**src/rtl/sssc_pkg.sv**
```systemverilog
// Shared types, constants and step table of the sensorless six-step commutator.
package sssc_pkg;

  localparam logic signed [7:0] SETTLE_GOAL = 8'sd30;
  localparam logic signed [8:0] SETTLE_UP   = 9'sd3;
  localparam logic signed [8:0] SETTLE_DOWN = 9'sd1;
  localparam logic signed [8:0] COUNT_MAX   = 9'sd127;
  localparam logic signed [8:0] COUNT_MIN   = -9'sd128;

  localparam int CFG_AW = 3;

  localparam logic REG_MAX_COMPARE    = 1'b0;
  localparam logic REG_POWER_FRACTION = 1'b1;

  localparam logic [1:0] PH_NONE = 2'd0;
  localparam logic [1:0] PH_A    = 2'd1;
  localparam logic [1:0] PH_B    = 2'd2;
  localparam logic [1:0] PH_C    = 2'd3;

  localparam logic [1:0] EDGE_NONE = 2'd0;
  localparam logic [1:0] EDGE_RISE = 2'd1;
  localparam logic [1:0] EDGE_FALL = 2'd2;

  localparam logic [2:0] STEP_AB = 3'd0;
  localparam logic [2:0] STEP_AC = 3'd1;
  localparam logic [2:0] STEP_BC = 3'd2;
  localparam logic [2:0] STEP_BA = 3'd3;
  localparam logic [2:0] STEP_CA = 3'd4;
  localparam logic [2:0] STEP_CB = 3'd5;

  typedef struct packed {
    logic comp_a;
    logic comp_b;
    logic comp_c;
    logic force_commutate;
  } sample_t;

  typedef struct packed {
    logic [1:0]  high_phase;
    logic [1:0]  low_phase;
    logic [15:0] pwm_compare;
    logic [2:0]  step_index;
    logic        settling;
    logic        commutated;
  } result_t;

  typedef struct packed {
    logic [15:0] max_compare;
    logic [15:0] power_fraction;
  } cfg_t;

  typedef struct packed {
    logic [1:0] deb_comp;
    logic [1:0] high;
    logic [1:0] low;
    logic [1:0] arm_comp;
    logic [1:0] arm_edge;
    logic [2:0] next_step;
  } step_entry_t;

  function automatic step_entry_t step_lookup(logic [2:0] step);
    step_entry_t e;
    unique case (step)
      STEP_AB: e = '{PH_A, PH_A, PH_B, PH_C, EDGE_FALL, STEP_AC};
      STEP_AC: e = '{PH_C, PH_A, PH_C, PH_B, EDGE_RISE, STEP_BC};
      STEP_BC: e = '{PH_B, PH_B, PH_C, PH_A, EDGE_FALL, STEP_BA};
      STEP_BA: e = '{PH_A, PH_B, PH_A, PH_C, EDGE_RISE, STEP_CA};
      STEP_CA: e = '{PH_C, PH_C, PH_A, PH_B, EDGE_FALL, STEP_CB};
      STEP_CB: e = '{PH_B, PH_C, PH_B, PH_A, EDGE_RISE, STEP_AB};
      3'd6:    e = '{PH_A, PH_A, PH_B, PH_C, EDGE_FALL, STEP_AC};
      default: e = '{PH_C, PH_A, PH_C, PH_B, EDGE_RISE, STEP_BC};
    endcase
    return e;
  endfunction

  function automatic logic level_of(logic [2:0] levels, logic [1:0] phase);
    logic lvl;
    unique case (phase)
      PH_A:    lvl = levels[0];
      PH_B:    lvl = levels[1];
      PH_C:    lvl = levels[2];
      default: lvl = 1'b0;
    endcase
    return lvl;
  endfunction

endpackage

```
**src/rtl/sssc_cfg_regs.sv**
```systemverilog
// APB register block holding full-scale compare and power fraction.
module sssc_cfg_regs
  import sssc_pkg::*;
(
  input  logic              clk,
  input  logic              rst,
  input  logic              psel,
  input  logic              penable,
  input  logic              pwrite,
  input  logic [CFG_AW-1:0] paddr,
  input  logic [31:0]       pwdata,
  output logic [31:0]       prdata,
  output logic              pready,
  output cfg_t              cfg
);

  logic reg_index;

  assign reg_index = paddr[2];
  assign pready    = 1'b1;

  always_ff @(posedge clk) begin
    if (rst) begin
      cfg <= '0;
    end else if (psel && penable && pwrite) begin
      unique case (reg_index)
        REG_MAX_COMPARE:    cfg.max_compare    <= pwdata[15:0];
        REG_POWER_FRACTION: cfg.power_fraction <= pwdata[15:0];
        default: ;
      endcase
    end
  end

  always_comb begin
    unique case (reg_index)
      REG_MAX_COMPARE:    prdata = {16'd0, cfg.max_compare};
      REG_POWER_FRACTION: prdata = {16'd0, cfg.power_fraction};
      default:            prdata = '0;
    endcase
  end

endmodule
```
**config.mk**
```make
export PLATFORM = sky130hd
export DESIGN_NAME = sssc_cfg_regs
export DESIGN_NICKNAME = d
export VERILOG_FILES = /design/src/rtl/sssc_pkg.sv /design/src/rtl/sssc_cfg_regs.sv
export SDC_FILE = /design/constraint.sdc
export NUM_CORES = 1
export LEC_CHECK = 0
export ABC_AREA = 1
export BUFFER_PORTS_ARGS = -buffer_cell sky130_fd_sc_hd__buf_4
export CAP_MARGIN = 20
export CORE_ASPECT_RATIO = 1.4
export CORE_MARGIN = 4
export CORE_UTILIZATION = 43
export CTS_CLUSTER_DIAMETER = 50
export DETAILED_ROUTE_END_ITERATION = 6
export PLACE_DENSITY = 0.76
export SKIP_LAST_GASP = 1
export SYNTH_ARGS = -nofsm -noshare
export SYNTH_HDL_FRONTEND = slang
export SYNTH_SLANG_ARGS = --single-unit
```
**constraint.sdc**
```tcl
create_clock -name clk -period 1.05 [get_ports clk]
set_clock_uncertainty 0.15 [all_clocks]
set_input_delay 0.1575 -clock clk [delete_from_list [all_inputs] [get_ports clk]]
set_output_delay 0.1575 -clock clk [all_outputs]
set_load 0.03 [all_outputs]
```
* After elaboration in Yosys (flattened, before gate mapping)
Index checks and enable logic that the tools add are counted.
** Cells by class
- Add/subtract/negate cells :: 0
- Multiply operators :: 0
- Div/mod/pow operators :: 0
- Magnitude comparators :: 0
- Equality and inequality tests :: 0
- Shift operators :: 0
- Mux-type cells :: 1
- Bitwise gates (word level) :: 1
- Reduce and logical (&&, ||, !) cells :: 4
** Operator list (number)
- $pmux W32 S2 :: 1
- $reduce_and A2 Y1 :: 2
- $logic_and A1 B1 Y1 :: 2
- $not A1 Y1 :: 1
** Storage, ports and cells
- Flip-flop bits (word level) :: 32
- Latch bits :: 0
- Bits in writable memories :: 0
- Bits in read-only memories :: 0
- Bits of input ports :: 40
- Output and inout port bits :: 65
- Logic and storage cells :: 8
- Memories :: 0

* Logic depth before layout (Yosys ltp)
Gate-level depths: netlist of run 1.
- Word-level depth :: 3
- Mapped depth :: 6
- Gate-level depth less buffers :: 5

* Worst setup path before layout of run 1
OpenSTA, ideal clock, no wires.
- Path type :: in2out
- Start point :: in paddr[2]
- End point :: out prdata[0]
- Data arrival time :: 0.831 ns
- Data required time :: 0.742 ns
- Path slack :: -0.088 ns
- Stages :: 5
- Path buffers :: 2
- Cells stage by stage :: buf_6 inv_4 buf_2 nand2_1 nand2_1
** Between the ends
- Longest elaborated chain between the ends :: 2
** RTL lines
- from (decl) :: RTL line sssc_cfg_regs.sv:10 : input logic [CFG_AW-1:0] paddr,
- $not A1 Y1
- $pmux W32 S2 * :: RTL line sssc_cfg_regs.sv:35 : unique case (reg_index)
- to (decl) :: RTL line sssc_cfg_regs.sv:12 : output logic [31:0] prdata,
Mark *: on every way between the ends. The rest lies on a longest branch, timed or not. The select of a mux whose other input is x is not followed.

* Final worst setup path of run 1
- Start point :: reg cfg[22] in the netlist's numbering
- End point :: out prdata[6]
** Between the ends
- Longest elaborated chain between the ends :: 1
** RTL lines
- from (decl) :: RTL line sssc_cfg_regs.sv:14 : output cfg_t cfg
- $pmux W32 S2 :: RTL line sssc_cfg_regs.sv:35
Every way passes these cells. The select of a mux whose other input is x is not followed.

==> results of run 1 <==
power by group through the flow:
stage          logic (mW)  clock network (mW)  registers (mW)
6_report            0.840                1.02            1.30
4_1_cts             0.794                1.03            1.31
3_3_place_gp        0.713                   0            1.33
3_5_place_dp        0.721                   0            1.33
5_1_grt             0.900                1.09            1.31
2_1_floorplan       0.441                   0            1.41
cell usage after synthesis (all sizes together):
library cell	number
dfxtp	32
nand3	33
nand2	81
clkbuf	1
conb	2
buf	31
nor2	67
inv	19
logic make-up after synthesis:
kind of cell,count (synthesis),synth area share [%]
simple gates,181,46.3
other cells,2,0.422
flops,32,36.0
buf+inv,51,17.3
what timing repair did:
item,4_1_cts,5_1_grt
buffers inserted,11,8
cloned,0,0
resized for setup,63,35
pin swaps,11,11
setup endpoints to repair,48,48
through the flow:
step                setup WS [ps]  instances  utilization [%]
finish                       -166        399             77.1
global route                 -205        399             77.1
CTS                          -151        391             72.5
detailed placement           -131        373             62.9
global placement            -99.0        373             62.9
floorplan                    26.2        281                -
layer usage:
metal / routed length (um) / share of wire [%] / up-vias
met1: 1960 / 37 / 884
met2: 2850 / 54 / 73
met5: 0 / 0 / -
li1: - / - / 944
met3: 334 / 6.4 / 12
met4: 105 / 2.0 / 0
worst max-delay path: cells and delay by family, from the launching register on:
kind                   cells  cell delay (ps)
buffers and inverters      1              120
flip-flops                 1              360
AND/OR/NAND/NOR            2              150
cell type report:
class,instances,area (um^2)
Multi-Input combinational cell,198,1100
Timing Repair Buffer,100,1020
Fill cell,270,905
Sequential cell,32,698
Clock buffer,7,96.3
Inverter,19,73.8
Tap cell,43,53.8
how the worst min path moves through the flow:
stage	from	end	slack [ps]	cells past startpoint
after CTS	pwdata[1]	cfg[17]$_SDFFE_PP0P_	50	5
after detailed placement	cfg[17]$_SDFFE_PP0P_	cfg[17]$_SDFFE_PP0P_	330	2
after floorplan	rst	cfg[25]$_SDFFE_PP0P_	190	3
after global placement	cfg[25]$_SDFFE_PP0P_	cfg[25]$_SDFFE_PP0P_	320	2
final	pwdata[1]	cfg[17]$_SDFFE_PP0P_	50	5
after global routing	pwdata[15]	cfg[31]$_SDFFE_PP0P_	80	5
==> impl_metrics.toml, run 1 <==
[placed_design]
port_buffers = 69
place_area_um2 = 2490
gp_congestion = 0.720
dp_hpwl_mm = 3.12

[critical_path]
cp.required_ps = 740
crit_path_start_kind = "flip-flop"
reg2reg_from = "cfg[9]$_SDFFE_PP0P_"
crit_path_end_kind = "primary output"
crit_arrival_ps = 910
worstSetupPathType = "flip-flop to primary output"
setup.worst_path.end = "prdata[6]"
reg2reg_to = "cfg[9]$_SDFFE_PP0P_"
rr_worst_depth = 3
critical_path.max_fanout = 3
slowest_delay_ps = 360
critPathSlowestCell = "dfxtp_2"
crit_path_start = "cfg[22]$_SDFFE_PP0P_"
regToRegSetupSlack_ps = 160
cp_cell_sequence = "nand2_2 -> nand2_4 -> buf_6"

[hold_path]
hold_class = "input pin to flip-flop"

[detailed_routing]
vias = 1913
route.detailed.drc = 0
via_per_inst = 4.79
postRouteAntennaNets = 0
wl_per_cell_um = 13.1
drt_iter0_markers = 48
routed_wl_mm = 5.25
firstDrtPassIters = 4

[layout]
fin_nets = 396
regMostFlops = "cfg"
mostFrequentLayoutCells = "buf_6 (56), nor2_1 (44), buf_4 (39)"
final_common_cell = "buf_6"
final_area_um2 = 3050
drive_above_1_share_pct = 59.6
largest_reg_flops = 32
areaGrowthSynthToFinish_pct = 71.3
diodes = 0
top_regs = "cfg (32)"

[global_routing]
grt_use_met3_pct = 4.31
grt.overflow.total = 0
track_usage_pct = 19.1
grt_first_pass_wirelength_mm = 8.27
antenna_found_initial = 0
grt_max_degree = 33
grt_busiest_layer = "met2"
grt_pass1_vias = 1825
use_met1_pct = 21.6
use_met2_pct = 33.9

[run]
max_cap_viol_count = 0

[power_and_ir_drop]
p_leak_nw = 1.51
power.net_switching_mw = 0.980
power_density_nw_per_um2 = 1040
vdd_drop_max_v = 0.00111
switching_share_pct = 31.0
p_int_mw = 2.18
seqPwrFrac_pct = 41.2
power.total_mw = 3.16
power_frac_clock_pct = 32.3
comb_power_share_pct = 26.6

[timing]
rsz0062_at_grt = "yes"
slew_viol_final = 0
worst_slack_ps = -166
hold_viol = 0
setup_tns_ps = -4280
fin_crit_sh_pct = 116
period_minus_slack_ps = 1220
fin_hold_ws_ps = 49.7
setup_viol = 48
clock.fmax_mhz = 822

[synth]
synthCells = 266
synth.area.top_cells = "dfxtp_1 (36%), nand2_1 (17%), nor2_1 (9.3%)"
synth_top_cell_by_area = "dfxtp_1"
ys_types = 17
synth_area_um2 = 1780
yosysSeqAreaShare_pct = 36.0
synth_top_area_share_pct = 36.0
yosys_warnings = 0
ys_ff_latch = 32
synth.avg_cell_area_um2 = 6.69

[cts]
hold_buffers = 0
cts-root-buf = "clkbuf_8"
numCtsBuffers = 5
cts.path.max_buffers = 2
clock_latency_ps = 280
clkTransAtPathRegs_ps = 70
cts_sinks = 32
h-tree-depth = 2
cts_tree = "yes"

[floorplan]
rows = 27
die_w_um = 62.4
dieArea_um2 = 5250
io-pin-count = 105
core-area_um2 = 3950
initial_utilization_pct = 45.0
die_h_um = 84.1

[run_status]
outcome = "complete, but fails checks"
violations = "setup timing"
Note: power is estimated with default switching activity, not from simulation.
==> run 2: changes to the inputs <==
--- a/config.mk
+++ b/config.mk
@@ -10,10 +10,12 @@
 export CAP_MARGIN = 20
 export CORE_ASPECT_RATIO = 1.4
 export CORE_MARGIN = 4
-export CORE_UTILIZATION = 43
+export CORE_UTILIZATION = 45
+export CTS_BUF_LIST = sky130_fd_sc_hd__clkbuf_2 sky130_fd_sc_hd__clkbuf_4 sky130_fd_sc_hd__clkbuf_8
 export CTS_CLUSTER_DIAMETER = 50
 export DETAILED_ROUTE_END_ITERATION = 6
-export PLACE_DENSITY = 0.76
+export PLACE_DENSITY = 0.79
+export RECOVER_POWER = 100
 export SKIP_LAST_GASP = 1
 export SYNTH_ARGS = -nofsm -noshare
 export SYNTH_HDL_FRONTEND = slang
==> run 2 against run 1 <==
Net effect: the flow still finishes with violations (setup timing); global-route usage up 1.7 points; highest routed layer unchanged; utilization up 4.0 points; non-clock buffer count unchanged; critical path type unchanged; first-iteration DRC count up 73%.
==> impl_metrics.toml, run 2 (synthesis gave the netlist of run 1 again) <==
[layout]
fin_nets = 396
final_cells = 398
multi_input_area_um2 = 1090
n_fill_cell = 253
regMostFlops = "cfg"
mostFrequentLayoutCells = "buf_6 (55), nor2_1 (53), buf_4 (38)"
top_regs = "cfg (32)"
final_common_cell = "buf_6"
drive_above_1_share_pct = 57.0
areaGrowthSynthToFinish_pct = 70.6
final-seq-area_um2 = 703
diodes = 0
largest_reg_flops = 32

[floorplan]
dieArea_um2 = 5040
io-pin-count = 105
initial_utilization_pct = 47.6
rows = 26
die_w_um = 61.1
die_h_um = 82.4
core-area_um2 = 3740

[run]
max_cap_viol_count = 0

[cts]
clock_latency_ps = 270
cts-root-buf = "clkbuf_8"
cts.path.max_buffers = 2
clkTransAtPathRegs_ps = 60
hold_buffers = 0
numCtsBuffers = 5
cts_sinks = 32
h-tree-depth = 2
cts_tree = "yes"

[timing]
setup_viol = 48
worst_slack_ps = -158
clock.fmax_mhz = 828
slew_viol_final = 0
fin_crit_sh_pct = 115
hold_viol = 0
period_minus_slack_ps = 1210
rsz0062_at_grt = "yes"
fin_hold_ws_ps = 60.8

[power_and_ir_drop]
p_leak_nw = 1.53
power.total_mw = 3.02
power_density_nw_per_um2 = 994
vdd_drop_max_v = 0.000849

[global_routing]
antenna_found_initial = 0
grt.overflow.total = 0
grt_max_degree = 33
track_usage_pct = 20.8
grt_pass1_vias = 1756
grt_first_pass_wirelength_mm = 7.88

[hold_path]
hold_start = "pwdata[11]"
hold_path_depth = 5
hold_class = "input pin to flip-flop"

[run_status]
outcome = "complete, but fails checks"
violations = "setup timing"

[critical_path]
crit_path_start_kind = "flip-flop"
crit_path_start = "cfg[28]$_SDFFE_PP0P_"
regToRegSetupSlack_ps = 60
cp.required_ps = 740
worstSetupPathType = "flip-flop to primary output"
rr_worst_depth = 4
reg2reg_from = "cfg[11]$_SDFFE_PP0P_"
critical_path.max_fanout = 3
crit_arrival_ps = 900
crit_path_end_kind = "primary output"

[detailed_routing]
firstDrtPassIters = 4
routed_wl_mm = 5.30
drt_iter0_markers = 83
vias = 1916
via_per_inst = 4.81
wl_per_cell_um = 13.3
postRouteAntennaNets = 0
route.detailed.drc = 0

[placed_design]
dp_hpwl_mm = 3.31
placedCellCount = 369
gp_congestion = 0.727
port_buffers = 69
## run 2: worst paths after layout
path                                             end
worst max register to register  cfg[11]$_SDFFE_PP0P_
worst min-delay path            cfg[11]$_SDFFE_PP0P_
worst min register to register  cfg[31]$_SDFFE_PP0P_
worst max-delay path                      prdata[12]
## run 2: cell type report
class | instances | area share, %
clock buffer | 6 | 2.51
clock inverter | 1 | 0.165
inverter | 19 | 2.43
multi-input combinational | 198 | 36.1
sequential | 32 | 23.2
tap | 42 | 1.73
timing repair buffer | 100 | 33.9
## run 2: worst max-delay path, cell delays in order (launching register included)
cell and delay, ps:
dfxtp_2 350, nand2_2 80, nand2_4 70, buf_6 120
## run 2: what timing repair did
| action | in CTS | in global routing |
|---|---|---|
| setup buffers | 11 | 11 |
| pin swaps | 18 | 9 |
| gates cloned | 0 | 0 |
| setup endpoints to repair | 48 | 48 |
| gates resized for setup | 80 | 22 |
## run 2: metal layers
layer | part of all wire, % | vias to the layer above | track usage (%)
met2 | 57 | 79 | 37.0
met1 | 34 | 872 | 23.0
li1 | - | 949 | -
met4 | 3.4 | 0 | 9.76
met3 | 5.6 | 16 | 3.89
met5 | 0 | - | 0
## run 2: through the flow
step | instance area, um^2 | TNS (ps) | worst slack [ps] | util, %
finish | 3040 | -4080 | -158 | 81.1
global route | 3040 | -5380 | -190 | 81.1
CTS | 2900 | -3370 | -149 | 77.5
detailed placement | 2470 | -4270 | -146 | 66.2
global placement | 2470 | -3460 | -115 | 66.2
floorplan | 2000 | 0 | 26.2 | -
## run 2: power breakdown
part	switching, mW	total [mW]	internal (mW)	leakage [nW]
registers	0.0508	1.30	1.25	0.278
logic	0.492	0.837	0.344	1.21
clock network	0.405	0.881	0.475	0.0445
